File: src/hdl/assert_macros.svh
// assertion helpers, clocked on i_clk and disabled while i_rst_n is low
`ifndef ASSERT_MACROS_SVH
`define ASSERT_MACROS_SVH

// condition holds at every clock edge
`define AST_ALWAYS(label, expr) \
    label: assert property (@(posedge i_clk) disable iff (!i_rst_n) (expr)) \
        else $error("assertion failed: %m");

// antecedent at one edge implies consequent at the next edge
`define AST_NEXT(label, ante, cons) \
    label: assert property (@(posedge i_clk) disable iff (!i_rst_n) (ante) |=> (cons)) \
        else $error("assertion failed: %m");

// antecedent implies consequent at the same edge
`define AST_SAME(label, ante, cons) \
    label: assert property (@(posedge i_clk) disable iff (!i_rst_n) (ante) |-> (cons)) \
        else $error("assertion failed: %m");

`endif

File: src/hdl/jsu_pkg.sv
`default_nettype none

package jsu_pkg;

    typedef enum logic [1:0] {
        MODE_TEXT = 2'd0,
        MODE_ESC  = 2'd1,
        MODE_HEX  = 2'd2
    } t_mode;

    typedef struct packed {
        t_mode       mode;
        logic [1:0]  seen;
        logic [11:0] acc;
    } t_state;

    localparam t_state STATE_RESET = '{mode: MODE_TEXT, seen: 2'd0, acc: 12'd0};

    // decode result of one input byte: up to three output bytes
    typedef struct packed {
        logic [1:0]      cnt;
        logic [2:0][7:0] bytes;
        logic            bvalid;
        logic            incomplete;
        t_state          nxt;
    } t_dec;

endpackage

`default_nettype wire

File: src/hdl/jsu_in_if.sv
`default_nettype none

interface jsu_in_if;
    logic       valid;
    logic       ready;
    logic [7:0] in_byte;
    logic       end_of_string;

    modport source (output valid, output in_byte, output end_of_string, input ready);
    modport sink (input valid, input in_byte, input end_of_string, output ready);
endinterface

`default_nettype wire

File: src/hdl/jsu_out_if.sv
`default_nettype none

interface jsu_out_if;
    logic       valid;
    logic       ready;
    logic [7:0] out_byte;
    logic       byte_valid;
    logic       run_last;
    logic       string_done;
    logic       incomplete_escape;

    modport source (
        output valid, output out_byte, output byte_valid, output run_last,
        output string_done, output incomplete_escape, input ready
    );
    modport sink (
        input valid, input out_byte, input byte_valid, input run_last,
        input string_done, input incomplete_escape, output ready
    );
endinterface

`default_nettype wire

File: src/hdl/jsu_decode.sv
`default_nettype none

module jsu_decode import jsu_pkg::*; (
    input  t_state     i_state,
    input  logic [7:0] i_byte,
    input  logic       i_eos,
    output t_dec       o_dec
);

    localparam logic [7:0] CH_QUOTE  = 8'h22;
    localparam logic [7:0] CH_BSLASH = 8'h5c;
    localparam logic [7:0] CH_SLASH  = 8'h2f;
    localparam logic [7:0] CH_B      = 8'h62;
    localparam logic [7:0] CH_F      = 8'h66;
    localparam logic [7:0] CH_N      = 8'h6e;
    localparam logic [7:0] CH_R      = 8'h72;
    localparam logic [7:0] CH_T      = 8'h74;
    localparam logic [7:0] CH_U      = 8'h75;
    localparam logic [7:0] CC_BS     = 8'h08;
    localparam logic [7:0] CC_FF     = 8'h0c;
    localparam logic [7:0] CC_LF     = 8'h0a;
    localparam logic [7:0] CC_CR     = 8'h0d;
    localparam logic [7:0] CC_TAB    = 8'h09;
    localparam logic [7:0] LEAD2     = 8'hc0;
    localparam logic [7:0] LEAD3     = 8'he0;
    localparam logic [7:0] CONT      = 8'h80;
    localparam logic [7:0] UCASE     = 8'hdf;

    logic [7:0]  dig_diff;
    logic [3:0]  nib;
    logic [15:0] code;
    t_dec        d;

    // unchecked hex digit value, modulo 16
    always_comb begin
        if (i_byte <= 8'h39) begin
            dig_diff = i_byte - 8'h30;
        end else begin
            dig_diff = (i_byte & UCASE) - 8'h37;
        end
        nib  = dig_diff[3:0];
        code = {i_state.acc, nib};
    end

    always_comb begin
        d            = '0;
        d.bvalid     = 1'b1;
        d.nxt        = i_state;
        case (i_state.mode)
            MODE_ESC: begin
                d.nxt.mode = MODE_TEXT;
                d.cnt      = 2'd1;
                case (i_byte)
                    CH_QUOTE, CH_BSLASH, CH_SLASH: d.bytes[0] = i_byte;
                    CH_B: d.bytes[0] = CC_BS;
                    CH_F: d.bytes[0] = CC_FF;
                    CH_N: d.bytes[0] = CC_LF;
                    CH_R: d.bytes[0] = CC_CR;
                    CH_T: d.bytes[0] = CC_TAB;
                    CH_U: begin
                        d.cnt = 2'd0;
                        d.nxt = '{mode: MODE_HEX, seen: 2'd0, acc: 12'd0};
                    end
                    default: d.cnt = 2'd0;
                endcase
            end
            MODE_HEX: begin
                if (i_state.seen != 2'd3) begin
                    d.nxt.acc  = {i_state.acc[7:0], nib};
                    d.nxt.seen = i_state.seen + 2'd1;
                end else begin
                    d.nxt = STATE_RESET;
                    if (code[15:7] == '0) begin
                        d.cnt      = 2'd1;
                        d.bytes[0] = {1'b0, code[6:0]};
                    end else if (code[15:11] == '0) begin
                        d.cnt      = 2'd2;
                        d.bytes[0] = LEAD2 | {3'b000, code[10:6]};
                        d.bytes[1] = CONT | {2'b00, code[5:0]};
                    end else begin
                        d.cnt      = 2'd3;
                        d.bytes[0] = LEAD3 | {4'b0000, code[15:12]};
                        d.bytes[1] = CONT | {2'b00, code[11:6]};
                        d.bytes[2] = CONT | {2'b00, code[5:0]};
                    end
                end
            end
            default: begin
                if (i_byte == CH_BSLASH) begin
                    d.nxt.mode = MODE_ESC;
                end else begin
                    d.cnt      = 2'd1;
                    d.bytes[0] = i_byte;
                end
            end
        endcase

        // end of string: drop any partial escape, always emit at least one result
        if (i_eos) begin
            if (d.cnt == 2'd0) begin
                d.cnt        = 2'd1;
                d.bytes[0]   = 8'h00;
                d.bvalid     = 1'b0;
                d.incomplete = (d.nxt.mode == MODE_ESC) || (d.nxt.mode == MODE_HEX);
            end
            d.nxt = STATE_RESET;
        end
        o_dec = d;
    end

endmodule

`default_nettype wire

File: src/hdl/json_string_unescape_utf8.sv
// pipeline: an input transfer is captured in the input register and decoded into the
//   result register, from which its first result can be taken
// throughput: one input per cycle, but an input giving results waits for a free result
//   register and holds it until all are taken (unicode escapes give up to three)
// reset: i_rst_n synchronous active low; clears both stages and returns to text mode
`default_nettype none

module json_string_unescape_utf8 import jsu_pkg::*; (
    input  logic       i_clk,
    input  logic       i_rst_n,
    jsu_in_if.sink     i_in,
    jsu_out_if.source  o_out
);

    `include "assert_macros.svh"

    // input register
    logic       r_in_valid;
    logic [7:0] r_in_byte;
    logic       r_in_eos;

    // escape decoder state
    t_state     r_state;

    // result register: holds every result of one input, walked by an index
    logic            r_res_busy;
    logic [1:0]      r_res_cnt;
    logic [1:0]      r_res_idx;
    logic [2:0][7:0] r_res_byte;
    logic            r_res_bvalid;
    logic            r_res_eos;
    logic            r_res_incomplete;

    t_dec       dec;
    logic       res_last;
    logic       out_take;
    logic       res_free;
    logic       adv;
    logic       load_res;
    logic [1:0] n_res_idx;

    jsu_decode u_decode (
        .i_state (r_state),
        .i_byte  (r_in_byte),
        .i_eos   (r_in_eos),
        .o_dec   (dec)
    );

    always_comb begin
        res_last  = (r_res_idx == (r_res_cnt - 2'd1));
        out_take  = r_res_busy && o_out.ready;
        // result register empties this cycle when its last result is taken
        res_free  = !r_res_busy || (out_take && res_last);
        // an input with no result never waits on the output side
        adv       = r_in_valid && ((dec.cnt == 2'd0) || res_free);
        load_res  = adv && (dec.cnt != 2'd0);
        n_res_idx = r_res_idx + 2'd1;
    end

    assign i_in.ready = !r_in_valid || adv;

    // output fields come straight from the result register
    assign o_out.valid             = r_res_busy;
    assign o_out.out_byte          = r_res_byte[r_res_idx];
    assign o_out.byte_valid        = r_res_bvalid;
    assign o_out.run_last          = res_last;
    assign o_out.string_done       = res_last && r_res_eos;
    assign o_out.incomplete_escape = r_res_incomplete;

    // control state
    always_ff @(posedge i_clk) begin
        if (!i_rst_n) begin
            r_in_valid <= 1'b0;
            r_state    <= STATE_RESET;
            r_res_busy <= 1'b0;
            r_res_cnt  <= 2'd0;
            r_res_idx  <= 2'd0;
        end else begin
            if (i_in.ready) begin
                r_in_valid <= i_in.valid;
            end
            if (adv) begin
                r_state <= dec.nxt;
            end
            if (load_res) begin
                r_res_busy <= 1'b1;
                r_res_cnt  <= dec.cnt;
                r_res_idx  <= 2'd0;
            end else if (out_take && res_last) begin
                r_res_busy <= 1'b0;
            end else if (out_take) begin
                r_res_idx <= n_res_idx;
            end
        end
    end

    // payload, no reset needed
    always_ff @(posedge i_clk) begin
        if (i_in.valid && i_in.ready) begin
            r_in_byte <= i_in.in_byte;
            r_in_eos  <= i_in.end_of_string;
        end
        if (load_res) begin
            r_res_byte       <= dec.bytes;
            r_res_bvalid     <= dec.bvalid;
            r_res_eos        <= r_in_eos;
            r_res_incomplete <= dec.incomplete;
        end
    end

    // index walks only the loaded results
    `AST_SAME(a_idx_in_range, r_res_busy, (r_res_idx < r_res_cnt) && (r_res_cnt != 2'd0))
    // a result with no byte is only the lone end-of-string marker
    `AST_SAME(a_empty_is_eos, r_res_busy && !r_res_bvalid, r_res_eos && (r_res_cnt == 2'd1))
    // an unfinished escape is flagged only on a result with no byte
    `AST_SAME(a_incomplete_no_byte, r_res_busy && r_res_incomplete, !r_res_bvalid)
    // the end of a string returns the decoder to its reset state
    `AST_NEXT(a_eos_clears, adv && r_in_eos, r_state == STATE_RESET)

endmodule

`default_nettype wire

File: src/flat_wrapper.sv
// flat-port wrapper written by rule: the top's interface ports become plain ports
module json_string_unescape_utf8_flat import jsu_pkg::*;
  (i_clk, i_rst_n, i_in_valid, i_in_in_byte, i_in_end_of_string, i_in_ready, o_out_valid, o_out_out_byte, o_out_byte_valid, o_out_run_last, o_out_string_done, o_out_incomplete_escape, o_out_ready);
  jsu_in_if i_in_i ();
  jsu_out_if o_out_i ();
  input  logic i_clk;
  input  logic i_rst_n;
  input wire logic [$bits(i_in_i.valid)-1:0] i_in_valid;
  input wire logic [$bits(i_in_i.in_byte)-1:0] i_in_in_byte;
  input wire logic [$bits(i_in_i.end_of_string)-1:0] i_in_end_of_string;
  output wire logic [$bits(i_in_i.ready)-1:0] i_in_ready;
  output wire logic [$bits(o_out_i.valid)-1:0] o_out_valid;
  output wire logic [$bits(o_out_i.out_byte)-1:0] o_out_out_byte;
  output wire logic [$bits(o_out_i.byte_valid)-1:0] o_out_byte_valid;
  output wire logic [$bits(o_out_i.run_last)-1:0] o_out_run_last;
  output wire logic [$bits(o_out_i.string_done)-1:0] o_out_string_done;
  output wire logic [$bits(o_out_i.incomplete_escape)-1:0] o_out_incomplete_escape;
  input wire logic [$bits(o_out_i.ready)-1:0] o_out_ready;
  assign i_in_i.valid = i_in_valid;
  assign i_in_i.in_byte = i_in_in_byte;
  assign i_in_i.end_of_string = i_in_end_of_string;
  assign i_in_ready = i_in_i.ready;
  assign o_out_valid = o_out_i.valid;
  assign o_out_out_byte = o_out_i.out_byte;
  assign o_out_byte_valid = o_out_i.byte_valid;
  assign o_out_run_last = o_out_i.run_last;
  assign o_out_string_done = o_out_i.string_done;
  assign o_out_incomplete_escape = o_out_i.incomplete_escape;
  assign o_out_i.ready = o_out_ready;
  json_string_unescape_utf8 u_core (.i_clk(i_clk), .i_rst_n(i_rst_n), .i_in(i_in_i), .o_out(o_out_i));
endmodule
File: config.mk
export PLATFORM = sky130hd
export DESIGN_NAME = json_string_unescape_utf8_flat
export DESIGN_NICKNAME = d
export VERILOG_FILES = /design/src/hdl/jsu_pkg.sv /design/src/hdl/jsu_in_if.sv /design/src/hdl/jsu_out_if.sv /design/src/hdl/jsu_decode.sv /design/src/hdl/json_string_unescape_utf8.sv /design/src/flat_wrapper.sv
export VERILOG_INCLUDE_DIRS = /design/src /design/src/hdl
export SDC_FILE = /design/constraint.sdc
export NUM_CORES = 1
export LEC_CHECK = 0
export BUFFER_PORTS_ARGS = -buffer_cell sky130_fd_sc_hd__buf_2
export CORE_MARGIN = 4
export CORE_UTILIZATION = 60
export CTS_CLUSTER_SIZE = 28
export DETAILED_ROUTE_END_ITERATION = 10
export HOLD_SLACK_MARGIN = 0.02
export PLACE_DENSITY = 0.77
export SLEW_MARGIN = 20
export SYNTH_ARGS = -nofsm -noshare
export SYNTH_HDL_FRONTEND = slang
export SYNTH_SLANG_ARGS = --single-unit
export TNS_END_PERCENT = 10
File: constraint.sdc
create_clock -name i_clk -period 4.9 [get_ports i_clk]
set_clock_uncertainty 0.15 [all_clocks]
set_input_delay 0 -clock i_clk [delete_from_list [all_inputs] [get_ports i_clk]]
set_output_delay 0 -clock i_clk [all_outputs]
set_load 0.05 [all_outputs]
* Word-level counts from Yosys, hierarchy flattened
Cells that the tools add are included.
** Storage, ports and cells
- Bits in registers :: 58
- Input bits :: 13
- Output and inout bits :: 14
- Logic and storage cells :: 100
** Cells by class
- Add/sub/neg operators :: 5
- $lt $le $gt $ge :: 2
- Equal/unequal tests :: 16
- Muxes and demuxes :: 31
- Bitwise operators :: 3
- Reduce and logical (&&, ||, !) cells :: 27
** Operator list (number)
- 16-bit two-way mux :: 5
- 8-bit by 7-bit equality test with 1-bit output (second input constant) :: 7
- 26-bit two-way mux :: 2
- 8-bit case mux with 6 select lines :: 1
- 8-bit two-way mux :: 4
- 14-bit two-way mux :: 2
- 14-bit case mux with 2 select lines :: 1
- 8-bit binary-select mux with 2-bit select :: 1
- 8-bit by 6-bit equality test with 1-bit output (second input constant) :: 2
- 8-bit case mux with 2 select lines :: 1
- 10-bit two-way mux :: 1
- 2-bit two-way mux :: 5
- 9-bit logical NOT :: 1
- 8-bit by 6-bit <= comparator with 1-bit output (second input constant) :: 1
- 2-bit case mux with 2 select lines :: 2
- 8-bit OR reduction :: 1
- 1-bit logical AND :: 6
- 3-bit OR reduction :: 2
- 5-bit logical NOT :: 1
- 1-bit two-way mux :: 5
- 2-bit by 1-bit adder with 2-bit output (second input constant) :: 2
- 2-bit by 1-bit equality test with 1-bit output (second input constant) :: 2
- 2-bit equality test (second input constant) :: 2
- 2-bit logical NOT :: 2
- other kinds (17) :: 25

* Depth between registers and ports, before layout
- Word-level depth :: 17
- Mapped depth :: 9
- Depth with buffers taken out :: 8

* Cells and area by module
From an unflattened synthesis, not the netlist that was laid out.
** Second synthesis, totals
- Cells, all modules :: 360
- Area, all modules :: 3417.0 µm²
** Modules (own cells, without submodules)
- json_string_unescape_utf8 :: times used 1, cells an instance 180, area an instance 2265.9 µm², seq. area each 1521.5 µm²
- jsu_decode :: times used 1, cells an instance 180, area an instance 1151.1 µm², seq. area each 0.0 µm²

* Worst setup path before layout
Ideal clock, no wire load.
- Path type :: reg-to-reg
- From :: register u_core.r_in_byte[0]
- To :: register u_core.r_res_bvalid (netlist: u_core.o_out.byte_valid) (enable)
- Setup time :: 0.419 ns
- Arrival time :: 2.880 ns
- Required time :: 4.331 ns
- Slack :: 1.451 ns
- Stages on the path, launching flop included :: 7
- Buffers on the path :: 0
- Clock period less this slack :: 3.449 ns
- Cell sequence :: edfxtp_1 -> ha_1 -> and3_1 -> o211ai_1 -> nand3_4 -> a2bb2oi_4 -> a21oi_1
** On the way
- Longest elaborated chain between the ends :: 11
- Elaborated cells on any way between the ends :: 20
- Classes of those cells :: 8 x eq/ne; 5 x mux; 7 x reduce/logical
** RTL lines
- from (decl) :: RTL line json_string_unescape_utf8.sv:19 : logic [7:0] r_in_byte;
- from (signal assigned) :: RTL line json_string_unescape_utf8.sv:100 : r_in_byte <= i_in.in_byte;
- 8-bit by 7-bit equality test with 1-bit output, or another cell as far along :: RTL line jsu_decode.sv:53, jsu_decode.sv:89
- 8-bit OR reduction (no source line)
- 1-bit two-way mux :: RTL line jsu_decode.sv:53 : case (i_byte)
- 2-bit case mux with 2 select lines * :: RTL line jsu_decode.sv:49 : case (i_state.mode)
- 2-bit logical NOT :: RTL line jsu_decode.sv:100 : if (d.cnt == 2'd0) begin
- 2-bit two-way mux :: RTL line jsu_decode.sv:100
- 2-bit two-way mux * :: RTL line jsu_decode.sv:99 : if (i_eos) begin
- 2-bit logical NOT :: RTL line json_string_unescape_utf8.sv:55 : adv = r_in_valid && ((dec.cnt == 2'd0) || res_free);
- 1-bit logical OR :: RTL line json_string_unescape_utf8.sv:55
- 1-bit logical AND :: RTL line json_string_unescape_utf8.sv:55
- 1-bit logical AND * :: RTL line json_string_unescape_utf8.sv:56 : load_res = adv && (dec.cnt != 2'd0);
- net u_core.load_res :: RTL line json_string_unescape_utf8.sv:39 : logic load_res;
- to (signal assigned) :: RTL line json_string_unescape_utf8.sv:105 : r_res_bvalid <= dec.bvalid;
- to (decl) :: RTL line json_string_unescape_utf8.sv:30 : logic r_res_bvalid;
The timed path passes the listed nets; every way through them passes the cells marked *.
A chain may end at the register's enable or synchronous reset.

* Worst setup path in the final report
- From :: register u_core.r_in_byte[0]
- To :: register u_core.r_in_byte[1] (enable)
** On the way
- Longest elaborated chain between the ends :: 12
- Elaborated cells on any way between the ends :: 20
- Classes of those cells :: 8 x eq/ne; 5 x mux; 7 x reduce/logical
** RTL lines
- 8-bit by 7-bit equality test with 1-bit output, or another cell as far along :: RTL line jsu_decode.sv:53, jsu_decode.sv:89
- 8-bit OR reduction (no source line)
- 1-bit two-way mux :: RTL line jsu_decode.sv:53
- 2-bit case mux with 2 select lines * :: RTL line jsu_decode.sv:49
- 2-bit logical NOT :: RTL line jsu_decode.sv:100
- 2-bit two-way mux :: RTL line jsu_decode.sv:100
- 2-bit two-way mux * :: RTL line jsu_decode.sv:99
- 2-bit logical NOT * :: RTL line json_string_unescape_utf8.sv:55
- 1-bit logical OR * :: RTL line json_string_unescape_utf8.sv:55
- 1-bit logical AND * :: RTL line json_string_unescape_utf8.sv:55
- 1-bit logical OR * :: RTL line json_string_unescape_utf8.sv:60 : assign i_in.ready = !r_in_valid || adv;
- 1-bit logical AND * :: RTL line json_string_unescape_utf8.sv:99 : if (i_in.valid && i_in.ready) begin
Every way passes the cells marked *; elsewhere a longest branch is shown, timed or not.

==> qor.yml <==
cp-end-kind: "flop"
firstDrtPassIters: 5
drtIter0Drc: 177
rows: 26
synthDominantCellAreaShare: 0.3248
vdd_ir_drop_max_mv: 0.1419
fillers: 414
synth_seq_cells: 56
antenna_found_initial: 0
max_stage_delay_ns: 0.65
fin_area_mm2: 0.003535
maxCapViolCount: 0
io_pins: 27
numPortBuffers: 26
min_path_type: "input port to flop"
synth_edf_count: 34
overflow: 0
multi_input_area_mm2: 0.001563
setup_violations: 0
hold_viol: 0
cts_setup_buffers: 0
syn_avg_cell_area_um2: 9.884
crit_path_top_delay_cell: "nor2b_1"
post_drt_wl_per_cell_um: 16.48
synthFlopType: "edfxtp_1"
finish.utilization: 0.6921
synthCells: 318
timing.fmax_mhz: 307.0
clk_pin_slew_ns: 0.10
grtUsageTotal: 0.2236
core_area_mm2: 0.005107
synth.yosys.seq_area_share: 0.4650
grt_pass1_vias: 2289
path_buf_inv: 1
clockBufferDepth: 2
die_area_mm2: 0.006460
path_max_fanout: 9
synth_cell_types: 59
area_growth_pct: 12.46
fin_nets: 372
crit_path_start_kind: "flop"
mostFrequentLayoutCells: "nand2_1 (53), edfxtp_1 (34), buf_2 (26)"
dpl.hpwl_um: 4832
routed_wl_um: 6970
placed_cell_area_mm2: 0.003302
vias: 2497
layout-drive-gt1-share: 0.1473
maxSlewViolCount: 0
async_reset_ff_frac: 0
syn_nets: 338
grt_first_pass_wirelength_um: 11070
totalNegativeSetupSlack_ns: 0
cp_top_family: "simple AND/OR/NAND/NOR gates"
grt_max_degree: 27
initial_utilization: 0.6154
seq_area_mm2: 0.001461
p_leak_nw: 1.278
relSlewSlack: 0.4759
crit_arrival_ns: 3.05
mostFrequentLayoutCell: "nand2_1"
cts_resized: 0
clock_latency_ns: 0.31
post-route-drc-count: 0
path_cells: "inv_1 > ha_1 > nor3b_1 > o211ai_1 > nand3_4 > o31ai_2 > a21oi_1 > nor2b_1"
ys_top_cells_by_area: "edfxtp_1 (32%), dfxtp_1 (14%), mux2i_1 (7.3%)"
die_w_um: 80.38
cts_sinks: 56
antenna_left: 0
cts_root_buffer: "clkbuf_8"
ctsHoldBuffers: 14
htree_levels: 2
vias_per_cell: 5.903
critPathKind: "flop to flop"
yosys_warnings: 0
required_ns: 4.70
synth_area_mm2: 0.003143
cts_tree: "yes"
synth_top_area_cell: "edfxtp_1"
tightest_slew_ns: 0.7845
diodes: 0
gp_congestion: 0.9417
powerDensity_mw_per_mm2: 257.3
die_h_um: 80.38
status: "complete, no violations"
min_period_ns: 3.257
numCtsBuffers: 5
rsz0062_at_grt: "false"
period_share: 0.6647
-- cell families (layout without fill, tap and decap cells) --
family | Yosys count | count (layout) | share of synthesized area
AND/OR/NAND/NOR | 124 | 124 | 0.2030
AO/OA/AOI/OAI | 70 | 70 | 0.1616
flip-flops | 56 | 56 | 0.4650
buffers and inverters | 28 | 63 | 0.03901
multiplexers | 26 | 26 | 0.08400
adder cells (fa/ha/maj) | 7 | 7 | 0.02786
XOR/XNOR | 7 | 7 | 0.01951
-- worst reg2reg max path: stages, from the launching register on --
cell      delay, ns
edfxtp_1       0.50
inv_1          0.11
ha_1           0.25
nor3b_1        0.16
o211ai_1       0.33
nand3_4        0.19
o31ai_2        0.40
a21oi_1        0.17
nor2b_1        0.65
-- flip-flops by register name, summed over array words and instances (netlist names) --
name / flops
u_core.r_res_byte: 22
u_core.r_state: 16
u_core.r_in_byte: 8
u_core.r_res_cnt: 2
u_core.r_res_idx: 2
u_core.o_out.byte_valid: 1
u_core.o_out.incomplete_escape: 1
u_core.o_out.valid: 1
u_core.r_in_eos: 1
u_core.r_in_valid: 1
u_core.r_res_eos: 1
-- synth_stat cells, types with 2 or more instances --
master / count
nand2_1: 53
edfxtp_1: 34
mux2i_1: 23
dfxtp_1: 22
nor2_1: 22
a21oi_1: 15
o21ai_0: 15
inv_1: 14
clkbuf_1: 9
ha_1: 7
nand2b_1: 7
and3_1: 6
nand3_1: 6
xnor2_1: 6
and2_1: 4
nor3_1: 4
a211oi_1: 3
a21o_1: 3
a31oi_1: 3
mux2_2: 3
nand4_1: 3
nor2b_1: 3
o21a_1: 3
o21bai_1: 3
o22ai_1: 3
o31ai_1: 3
a32oi_1: 2
buf_2: 2
buf_4: 2
nand3_4: 2
nand4b_1: 2
nor3b_1: 2
o211ai_1: 2
o221ai_1: 2
-- final timing paths --
kind                            slack [ns]  cells past startpoint             endpoint                 from
worst max-delay path                  1.64                      8  u_core.r_in_byte[1]  u_core.r_in_byte[0]
worst min-delay path                  0.24                      2  u_core.r_in_byte[5]      i_in_in_byte[5]
worst max register to register        1.64                      8  u_core.r_in_byte[1]  u_core.r_in_byte[0]
worst min register to register        0.33                      2   u_core.r_state[13]   u_core.r_state[13]
-- stage by stage --
step	hold slack (ns)	cells	setup slack, ns	power [mW]
global placement	0.02712	401	1.751	0.6527
detailed placement	0.02810	401	1.627	0.6541
global route	0.2430	423	1.338	0.9448
CTS	0.2346	423	1.580	0.9165
finish	0.2396	423	1.643	0.9095
floorplan	-0.05113	318	1.451	0.6244
-- where the power goes --
group | switching (mW) | internal [mW] | total [mW] | leakage (nW)
combinational | 0.0753 | 0.0438 | 0.119 | 0.725
sequential | 0.0175 | 0.516 | 0.534 | 0.502
clock | 0.143 | 0.113 | 0.256 | 0.0510
total | 0.236 | 0.673 | 0.910 | 1.28
-- per-layer routing --
| metal | track usage | vias up | part of all wire |
|---|---|---|---|
| met1 | 0.2765 | 1173 | 0.43 |
| met2 | 0.3932 | 91 | 0.49 |
| met3 | 0.03812 | 18 | 0.056 |
| met4 | 0.07432 | 0 | 0.026 |
| li1 | - | 1215 | - |
| met5 | 0 | - | 0 |
-- area by class of cell --
class                           instances  share of cell area
Timing Repair Buffer                   41             0.07858
Inverter                               14             0.01487
Tap cell                               70             0.02478
Sequential cell                        56              0.4135
Clock inverter                          2            0.002832
Clock buffer                            6             0.02336
Multi-Input combinational cell        234              0.4421
(Power assumes the default switching activity.)
